[config.mk]
export PLATFORM = sky130hd
export DESIGN_NAME = sorted_value_table
export DESIGN_NICKNAME = d
export VERILOG_FILES = /design/src/svt_pkg.sv /design/src/sorted_value_table.sv
export SDC_FILE = /design/constraint.sdc
export NUM_CORES = 1
export LEC_CHECK = 0
export ABC_AREA = 1
export BUFFER_PORTS_ARGS = -buffer_cell sky130_fd_sc_hd__buf_2
export CORE_UTILIZATION = 70
export CTS_BUF_LIST = sky130_fd_sc_hd__clkbuf_8
export CTS_CLUSTER_DIAMETER = 80
export DETAILED_ROUTE_END_ITERATION = 8
export PLACE_DENSITY_LB_ADDON = 0.3
export SLEW_MARGIN = 30
export SYNTH_ARGS = -nofsm -noshare
export SYNTH_HDL_FRONTEND = slang
export SYNTH_SLANG_ARGS = --single-unit
[constraint.sdc]
create_clock -name clock -period 9.6 [get_ports clock]
set_clock_uncertainty 0.1 [all_clocks]
set_input_delay 0.48 -clock clock [delete_from_list [all_inputs] [get_ports clock]]
set_output_delay 0.48 -clock clock [all_outputs]
set_load 0.02 [all_outputs]
[src/svt_pkg.sv]
// Shared types and constants for the sorted value table.
// Used by sorted_value_table; depends on nothing else.
package svt_pkg;

   localparam int unsigned ValueWidth = 32;
   localparam int unsigned OpWidth    = 2;
   localparam int unsigned CountOut   = 5;

   typedef enum logic [OpWidth-1:0] {
      OP_INSERT = 2'd0,
      OP_DELETE = 2'd1,
      OP_LOOKUP = 2'd2,
      OP_UNUSED = 2'd3
   } op_type;

   typedef enum logic [5:0] {
      ST_IDLE = 6'b000001,
      ST_INS  = 6'b000010,
      ST_PUT  = 6'b000100,
      ST_SRCH = 6'b001000,
      ST_DEL  = 6'b010000,
      ST_FIN  = 6'b100000
   } state_type;

endpackage

[src/sorted_value_table.sv]
// Sorted multiset of signed values held in one synchronous memory.
// Depends on svt_pkg; checked by svt_check (bound in svt_check.sv).
//
// Channel | Dir | Bits of tdata
// req     | in  | [1:0] operation, [33:2] value, [39:34] zero
// rsp     | out | [0] success, [5:1] entry_count, [7:6] zero
//
// One request at a time. An insert moves each entry above the new value up
// by one; a delete or lookup scans from index zero to the match or first
// larger entry, and a delete then moves the followers down by one. The
// single read and single write port set the pace: one entry per cycle.
// Reset (synchronous) empties the table; memory contents are not cleared.
// A response waiting on rsp_tready holds the next result in the sequencer.
module sorted_value_table #(
   parameter int unsigned CAPACITY = 16
) (
   input  logic        clock,
   input  logic        reset,
   input  logic        req_tvalid,
   output logic        req_tready,
   input  logic [39:0] req_tdata,   // operation, value, zero fill
   output logic        rsp_tvalid,
   input  logic        rsp_tready,
   output logic [7:0]  rsp_tdata    // success, entry_count, zero fill
);
   import svt_pkg::*;

   localparam int unsigned IW = (CAPACITY > 1) ? $clog2(CAPACITY) : 1;
   localparam int unsigned CW = $clog2(CAPACITY + 1);

   logic signed [ValueWidth-1:0] mem [CAPACITY];
   logic signed [ValueWidth-1:0] rd_data_ff;
   logic                         rd_en;
   logic [IW-1:0]                rd_addr;
   logic                         wr_en;
   logic [IW-1:0]                wr_addr;
   logic signed [ValueWidth-1:0] wr_data;

   state_type                    state_ff, state_in;
   op_type                       op_ff, op_in;
   logic signed [ValueWidth-1:0] key_ff, key_in;
   logic [IW-1:0]                ptr_ff, ptr_in;
   logic [CW-1:0]                cnt_ff, cnt_in;
   logic                         ok_ff, ok_in;
   logic                         rsp_valid_ff, rsp_valid_in;
   logic                         rsp_ok_ff, rsp_ok_in;
   logic [CountOut-1:0]          rsp_cnt_ff, rsp_cnt_in;

   logic [CW-1:0]                cnt_dec;
   logic [IW-1:0]                last_idx;
   logic                         at_last;
   logic [CW+CountOut-1:0]       cnt_wide;

   assign cnt_dec  = cnt_ff - CW'(1);
   assign last_idx = cnt_dec[IW-1:0];
   assign at_last  = (ptr_ff == last_idx);
   assign cnt_wide = {{CountOut{1'b0}}, cnt_ff};

   always_ff @(posedge clock) begin
      if (wr_en) begin
         mem[wr_addr] <= wr_data;
      end
      if (rd_en) begin
         rd_data_ff <= mem[rd_addr];
      end
   end

   always_comb begin
      state_in     = state_ff;
      op_in        = op_ff;
      key_in       = key_ff;
      ptr_in       = ptr_ff;
      cnt_in       = cnt_ff;
      ok_in        = ok_ff;
      rsp_valid_in = rsp_valid_ff;
      rsp_ok_in    = rsp_ok_ff;
      rsp_cnt_in   = rsp_cnt_ff;
      rd_en        = 1'b0;
      rd_addr      = ptr_ff;
      wr_en        = 1'b0;
      wr_addr      = ptr_ff;
      wr_data      = key_ff;

      if (rsp_valid_ff && rsp_tready) begin
         rsp_valid_in = 1'b0;
      end

      case (state_ff)
         ST_IDLE: begin
            if (req_tvalid) begin
               op_in    = op_type'(req_tdata[1:0]);
               key_in   = $signed(req_tdata[33:2]);
               ok_in    = 1'b0;
               state_in = ST_FIN;
               case (op_type'(req_tdata[1:0]))
                  OP_INSERT: begin
                     if (cnt_ff == CW'(CAPACITY)) begin
                        state_in = ST_FIN;
                     end else if (cnt_ff == '0) begin
                        state_in = ST_PUT;
                     end else begin
                        ptr_in   = last_idx;
                        rd_en    = 1'b1;
                        rd_addr  = last_idx;
                        state_in = ST_INS;
                     end
                  end
                  OP_DELETE, OP_LOOKUP: begin
                     if (cnt_ff != '0) begin
                        ptr_in   = '0;
                        rd_en    = 1'b1;
                        rd_addr  = '0;
                        state_in = ST_SRCH;
                     end
                  end
                  default: state_in = ST_FIN;
               endcase
            end
         end
         ST_INS: begin
            // Walk down from the top, moving each larger entry up by one.
            wr_en   = 1'b1;
            wr_addr = ptr_ff + IW'(1);
            if (rd_data_ff > key_ff) begin
               wr_data = rd_data_ff;
               if (ptr_ff == '0) begin
                  state_in = ST_PUT;
               end else begin
                  ptr_in  = ptr_ff - IW'(1);
                  rd_en   = 1'b1;
                  rd_addr = ptr_ff - IW'(1);
               end
            end else begin
               wr_data  = key_ff;
               cnt_in   = cnt_ff + CW'(1);
               ok_in    = 1'b1;
               state_in = ST_FIN;
            end
         end
         ST_PUT: begin
            wr_en    = 1'b1;
            wr_addr  = '0;
            wr_data  = key_ff;
            cnt_in   = cnt_ff + CW'(1);
            ok_in    = 1'b1;
            state_in = ST_FIN;
         end
         ST_SRCH: begin
            // Entries are ascending, so the first larger one ends the search.
            if (rd_data_ff == key_ff) begin
               ok_in = 1'b1;
               if (op_ff == OP_LOOKUP) begin
                  state_in = ST_FIN;
               end else if (at_last) begin
                  cnt_in   = cnt_dec;
                  state_in = ST_FIN;
               end else begin
                  ptr_in   = ptr_ff + IW'(1);
                  rd_en    = 1'b1;
                  rd_addr  = ptr_ff + IW'(1);
                  state_in = ST_DEL;
               end
            end else if (rd_data_ff > key_ff || at_last) begin
               state_in = ST_FIN;
            end else begin
               ptr_in  = ptr_ff + IW'(1);
               rd_en   = 1'b1;
               rd_addr = ptr_ff + IW'(1);
            end
         end
         ST_DEL: begin
            wr_en   = 1'b1;
            wr_addr = ptr_ff - IW'(1);
            wr_data = rd_data_ff;
            if (at_last) begin
               cnt_in   = cnt_dec;
               state_in = ST_FIN;
            end else begin
               ptr_in  = ptr_ff + IW'(1);
               rd_en   = 1'b1;
               rd_addr = ptr_ff + IW'(1);
            end
         end
         ST_FIN: begin
            if (!rsp_valid_ff || rsp_tready) begin
               rsp_valid_in = 1'b1;
               rsp_ok_in    = ok_ff;
               rsp_cnt_in   = cnt_wide[CountOut-1:0];
               state_in     = ST_IDLE;
            end
         end
         default: state_in = ST_IDLE;
      endcase
   end

   always_ff @(posedge clock) begin
      if (reset) begin
         state_ff     <= ST_IDLE;
         cnt_ff       <= '0;
         rsp_valid_ff <= 1'b0;
      end else begin
         state_ff     <= state_in;
         cnt_ff       <= cnt_in;
         rsp_valid_ff <= rsp_valid_in;
      end
   end

   always_ff @(posedge clock) begin
      op_ff      <= op_in;
      key_ff     <= key_in;
      ptr_ff     <= ptr_in;
      ok_ff      <= ok_in;
      rsp_ok_ff  <= rsp_ok_in;
      rsp_cnt_ff <= rsp_cnt_in;
   end

   assign req_tready = (state_ff == ST_IDLE);
   assign rsp_tvalid = rsp_valid_ff;
   assign rsp_tdata  = {2'b00, rsp_cnt_ff, rsp_ok_ff};

endmodule

==> metrics.csv, run 1 <==
stage,metric,value,unit
logic_synthesis,"FFs w/ async S/R, synth",0,%
power,PwrDens,351,mW/mm^2
logic_synthesis,Post-synth EDFFs,585,
layout,share of cells above drive strength 1,9.08,%
layout,final non-filler cell total,3315,
logic_synthesis,Synth area leaders,"edfxtp_1 (64%), nand3_1 (11%), inv_1 (6.6%), nand2_1 (5.7%), nand3b_1 (3.5%)",
die,Die Ht,201,um
place,GPL Wtd Cong,0.895,
setup_path,worst-path cell chain,ha_1 > nand2_1 > nor2_1 > nand4_1 > nor2_2 > nand2_1 > nand4_1 > nand3_2 > nand2_1 > nand3_1 > nand3_1 > nand2_8 > buf_16 > nand2_8 > buf_16 > buf_4 > nand2_1 > nand3_1 > nand3_1 > nand3_1 > nand2_1,
die,die width,201,um
logic_synthesis,synth warn,0,
setup_path,critical path required time,9900,ps
setup_path,Reg2Reg Capture Point,rd_data_ff[20],
worst_hold_path,worst hold path stage count,4,
power,Peak VDD IR,0.000315,V
worst_hold_path,HP Start,rsp_tready,
logic_synthesis,synthesized area per cell,10.5,sq um
layout,final net count,2812,
setup_path,R2R cell count,21,
layout,Area Overhead vs Synth,10.4,%
drt,# DRC,0,
die,IO Count,54,
timing,fin crit share,61.4,%
setup_path,crit-path max cell delay,770,ps
clocking,Worst-Skew Late Latency,680,ps
worst_hold_path,class of the worst hold path,input port to flop,
drt,Routed WL,68200,um
timing,Pins Over Slew Limit,0,
logic_synthesis,"Primary FF master, synth",edfxtp_1,
place,Buffers on Ports,45,
timing,Fmax,170,MHz
global_route,vias in the first global route,19800,
power,Leakage,12.8,nW
logic_synthesis,Synth Instances,2637,
flow_run,Max-cap violations,0,
logic_synthesis,post-synthesis sequential area ratio,64.7,%
drt,DR iter-0 viols,2447,
layout,Antenna Cells,0,
timing,Worst-Margin Slew,1050,ps
setup_path,FF-to-FF Start,rd_data_ff[14],
setup_path,Crit Path Category,flop to flop,
clocking,clock sink count,601,
drt,Routed Antenna Nets,0,
drt,detailed-route via count,20000,
clocking,setup bufs post-CTS,0,
logic_synthesis,"Cell Area, Synth",0.0277,sq mm
timing,Slew headroom,29.7,%
worst_hold_path,Hold Crit Endpoint,rsp_tvalid,
logic_synthesis,#FFs+latches synth,601,
timing,post-route minimum period,5890,ps
place,Cells after DPL,3114,
global_route,total gr overflow,0,
setup_path,Crit-path slowest cell,buf_4,
outcome,status,"finished, final reports clean",
timing,RSZ-0062 raised after global routing,false,
logic_synthesis,number of distinct library cells after synthesis,44,
setup_path,endpoint class of the critical path,flop,
clocking,Inserted Clock Buffers,94,
die,Initial Utilization,71.2,%
die,row cnt,72,
clocking,CTS root buf,clkbuf_8,
layout,most frequent cells in the layout,"nand3_1 (610), edfxtp_1 (585), inv_1 (516)",
timing,final setup violating endpoints,0,
drt,via-per-instance ratio,6.03,
layout,"leading cell type in the layout, fill and taps excluded",nand3_1,
setup_path,CP Data Arrival Time,6190,ps
global_route,initial antenna violation count,0,
drt,Avg WL per Cell,20.6,um
drt,Initial DRT Pass Iterations,6,
logic_synthesis,"area leader, netlist",edfxtp_1,
clocking,"CTS clk-pin slew, worst paths",60,ps
clocking,post_cts resized,0,
die,die area,0.0403,sq mm
timing,Fin Setup TNS,0,ps
clocking,CTS tree,built,
global_route,gr usage total,34.3,%
layout,final core occ,78.6,%
setup_path,CP Max Fanout,101,
place,DP Wirelength,35100,um
timing,Final Hold Violating Endpoints,0,
global_route,global-route wire length before repair,105000,um
setup_path,R2R Setup Slk,3710,ps
die,core area,0.0388,sq mm
clocking,maximum clock path buffer count,3,
logic_synthesis,top-area cell type share of the netlist area,63.5,%
clocking,H-tree depth,3,
setup_path,Startpoint Class,flop,
global_route,largest net degree at the start of global routing,148,
kinds of logic after synthesis:
| group | Yosys count | share of synthesized area, % |
|---|---|---|
| flip-flops | 601 | 64.7 |
| AO/OA/AOI/OAI | 105 | 2.09 |
| multiplexers | 1 | 0.0407 |
| XOR/XNOR | 14 | 0.498 |
| adder cells (fa/ha/maj) | 39 | 1.76 |
| buffers and inverters | 638 | 9.35 |
| other | 1 | 0.0136 |
| AND/OR/NAND/NOR | 1238 | 21.6 |
flip-flops by register name (all words and copies together), names as in the netlist, 2 cells and up:
register and flops:
rd_data_ff 32, mem 512, ptr_ff 4, rsp_cnt_ff 5
op_ff 2, key_ff 32, cnt_ff 5, state_ff 6
synthesized netlist by cell type, types with 2 or more instances:
cell      count
nand2_2       3
clkbuf_1     41
buf_4        22
xor2_1        6
a21o_1        3
a21oi_1      37
nand3_2       2
o31ai_1       2
nand2_1     417
nand3_1     610
o21ai_0      49
o21ai_1       2
buf_2        81
dfxtp_1      16
nor2_1       60
nand3b_1    129
o32ai_1       2
ha_1         39
xnor2_1       6
inv_2         8
inv_1       483
xor2_2        2
edfxtp_1    585
nand4_1      11
o22ai_1       2
worst max-delay path by stage:
| stage | end | slack [ps] | cells after the start | from |
|---|---|---|---|---|
| after CTS | rd_data_ff[20] | 3590 | 20 | rd_data_ff[14] |
| after detailed placement | rd_data_ff[20] | 3640 | 20 | rd_data_ff[14] |
| after floorplan | rd_data_ff[0] | 5640 | 5 | state_ff[4] |
| after global placement | rd_data_ff[19] | 3760 | 19 | rd_data_ff[15] |
| final | rd_data_ff[20] | 3710 | 21 | rd_data_ff[14] |
| after global routing | rd_data_ff[20] | 3320 | 21 | rd_data_ff[14] |
layout make-up:
class                      count  area (sq um)
fill                        2292          8300
clock inverter                70           358
tap                          518           648
multi-input combinational   1399          7390
inverter                     492          1850
clock buffer                  94          1290
timing repair buffer         141          1100
sequential                   601         17900
critical path: cells and delay by family (launching register included):
kind                       cells  cell delay [ps]
adders and majority gates      1              300
buffers and inverters          3             1500
DFF                            1              410
and+or+nand+nor               17             3210
metal layers:
layer	vias up	track usage [%]	wire, um
met1	9356	45.3	24600
met2	1326	55.1	32400
met5	-	0	0
met4	0	17.8	3080
li1	9063	-	-
met3	258	5.86	8060
metrics by stage:
step                worst slack (ps)  cell area, sq um  hold WS, ps  power [mW]
floorplan                       5640             27700          300        7.37
global placement                3760             28400          309        8.42
detailed placement              3640             28500          322        8.63
CTS                             3590             30500         33.1        10.6
global route                    3320             30500         57.7        11.4
finish                          3710             30500         54.3        10.7
repair_timing:
item / 4_1_cts / 5_1_grt
setup endpoints to repair: 0 / 0
endpoints found under the hold margin: 38 / 0
hold buffers: 35 / 0
power by group:
| group | leakage (nW) | switching (mW) | internal, mW |
|---|---|---|---|
| combinational | 6.44 | 3.85 | 1.52 |
| clock | 0.957 | 0.975 | 0.965 |
| sequential | 5.41 | 0.0748 | 3.34 |
Power figures use the tool's default switching activity.
==> run 2: changes to the inputs <==
Settings changed: ABC_AREA 1 to 0, CORE_UTILIZATION 70 to 59.
Clock period 9.6 ns to 5.4 ns, I/O delays scaled along.
==> run 2 against run 1 <==
Global-route usage down 5.1 points. Maximum frequency up 28%. Combinational power shrank 80%. Total power fell by 5.2%. Critical path type unchanged.
==> metrics.csv, run 2 <==
stage,metric,value,unit
logic_synthesis,synth warn,0,
die,Die Ht,212,um
layout,max reg flops,512,
timing,final setup violating endpoints,0,
clocking,CTS root buf,clkbuf_8,
die,row cnt,76,
drt,DR iter-0 viols,1875,
logic_synthesis,"Cell Area, Synth",0.0260,sq mm
clocking,CTS tree,built,
logic_synthesis,synthesized area per cell,14.3,sq um
global_route,vias in the first global route,16300,
timing,Final Hold Violating Endpoints,0,
drt,Avg WL per Cell,24.8,um
logic_synthesis,cell with the most instances after synthesis,edfxtp_1,
setup_path,CP Data Arrival Time,4900,ps
logic_synthesis,Synth area leaders,"edfxtp_1 (67%), mux2_2 (6.8%), nand3_1 (5.2%), o211ai_1 (3.0%), o21ai_0 (2.8%)",
layout,share of cells above drive strength 1,22.2,%
logic_synthesis,Synth Instances,1826,
layout,Area Overhead vs Synth,12.3,%
place,Post-DP Area,0.0270,sq mm
logic_synthesis,"area leader, netlist",edfxtp_1,
timing,Fin Setup TNS,0,ps
clocking,Worst-Skew Late Latency,700,ps
drt,via-per-instance ratio,6.47,
logic_synthesis,number of distinct library cells after synthesis,70,
drt,Routed WL,63700,um
setup_path,Startpoint Class,flop,
clocking,post_cts resized,0,
logic_synthesis,#FFs+latches synth,601,
timing,fin crit share,85.0,%
die,Initial Utilization,60.2,%
clocking,clock sink count,601,
setup_path,critical path required time,5700,ps
timing,RSZ-0062 raised after global routing,false,
global_route,largest net degree at the start of global routing,129,
drt,Routed Antenna Nets,0,
timing,Slew headroom,38.2,%
layout,most frequent cells in the layout,"edfxtp_1 (585), nand3_1 (271), mux2_2 (158)",
logic_synthesis,Post-synth EDFFs,585,
layout,Top reg by flops,mem,
timing,post-route minimum period,4590,ps
timing,Pins Over Slew Limit,0,
global_route,global-route wire length before repair,96500,um
flow_run,Max-cap violations,0,
die,core area,0.0433,sq mm
clocking,Inserted Clock Buffers,95,
setup_path,Crit Path Category,flop to flop,
clocking,H-tree depth,3,
setup_path,endpoint class of the critical path,flop,
global_route,total gr overflow,0,
place,DP Wirelength,33600,um
drt,# DRC,0,
logic_synthesis,"Primary FF master, synth",edfxtp_1,
setup_path,CP Max Fanout,25,
logic_synthesis,post-synthesis sequential area ratio,68.7,%
clocking,maximum clock path buffer count,3,
global_route,gr usage total,29.2,%
layout,fillers,2948,
die,IO Count,54,
die,die area,0.0450,sq mm
layout,"leading cell type in the layout, fill and taps excluded",edfxtp_1,
place,GPL Wtd Cong,0.935,
drt,detailed-route via count,16600,
worst_hold_path,class of the worst hold path,input port to flop,
logic_synthesis,"FFs w/ async S/R, synth",0,%
layout,top flop regs,"mem: 512 flops, key_ff: 32 flops, rd_data_ff: 32 flops",
place,Buffers on Ports,45,
power,PwrDens,348,mW/mm^2
die,die width,212,um
logic_synthesis,top-area cell type share of the netlist area,67.5,%
timing,Fmax,218,MHz
outcome,status,"finished, final reports clean",
layout,Finished Cell Area,0.0292,sq mm
layout,final net count,1990,
global_route,initial antenna violation count,1,
timing,Worst-Margin Slew,925,ps
drt,Initial DRT Pass Iterations,6,
clocking,"CTS clk-pin slew, worst paths",60,ps
logic_synthesis,synth cell count leaders,"edfxtp_1 (585), nand3_1 (271), mux2_2 (158)",
power,Leakage,9.97,nW
clocking,setup bufs post-CTS,0,
power,Peak VDD IR,0.000277,V
## run 2: layout make-up
class                      count  area, sq um  area share [%]
multi-input combinational   1040         7510            25.7
antenna                        1         2.50         0.00856
inverter                      46          175           0.599
sequential                   601        17900            61.2
clock inverter                71          490            1.68
timing repair buffer         123         1100            3.75
tap                          585          732            2.50
clock buffer                  97         1340            4.57
## run 2: cell families (layout without fill, tap and decap cells)
group	Yosys count	in the layout	synth area share, %
compound gates	357	357	9.33
xor+xnor	14	14	0.577
fa+ha+maj	39	39	1.87
buf+inv	186	337	3.16
flops	601	601	68.7
mux	163	163	7.04
other cells	1	3	0.0144
simple gates	465	465	9.28
## run 2: repair_timing
item                       4_1_cts  5_1_grt
hold buffers                    39        0
hold endpoints to repair        46        0
setup endpoints to repair        0        0
## run 2: path summary, 6_finish.rpt
| check | startpoint | end | slack, ps | cells after the start |
|---|---|---|---|---|
| setup reg to reg | rd_data_ff[23] | rd_data_ff[29] | 810 | 13 |
| setup / recovery | rd_data_ff[23] | rd_data_ff[29] | 810 | 13 |
| hold / removal | req_tdata[28] | key_ff[26] | 180 | 2 |
| hold reg to reg | ok_ff | rsp_ok_ff | 360 | 0 |
## run 2: critical path, stage by stage (launching register included)
cell and delay (ps):
edfxtp_1 420, ha_1 370, a21oi_1 150, o21ai_0 250
a21oi_1 320, nand3_1 200, or3_1 580, o22ai_1 440
a2bb2oi_4 140, nand2_4 180, buf_4 400, mux2_2 390
o211ai_1 220, nand4_1 110
## run 2: stage by stage
stage	setup WS (ps)	utilization [%]	hold WS [ps]	power (mW)	cells
final	808	67.6	181	10.2	2564
after detailed placement	925	62.4	344	6.48	2356
after CTS	866	67.6	139	10.2	2563
after global routing	607	67.6	144	10.5	2564
after global placement	974	62.4	318	6.44	2356
after floorplan	1590	-	269	6.17	1827
## run 2: report_power, final
| group | total [mW] | internal (mW) | leakage [nW] | switching (mW) |
|---|---|---|---|---|
| Clock | 3.74 | 1.97 | 1.06 | 1.77 |
| Sequential | 5.32 | 5.27 | 5.40 | 0.0466 |
| Combinational | 1.10 | 0.327 | 3.50 | 0.775 |
## run 2: layer usage
layer  vias up  share of wire (%)  wire length [um]  global-route usage, %
met5         -                  0                 0                      0
met4         0                3.2              2010                   11.0
met3       157                8.9              5670                   4.96
met2       882                 49             30900                   47.9
met1      8260                 39             25100                   39.3
li1       7299                  -                 -                      -
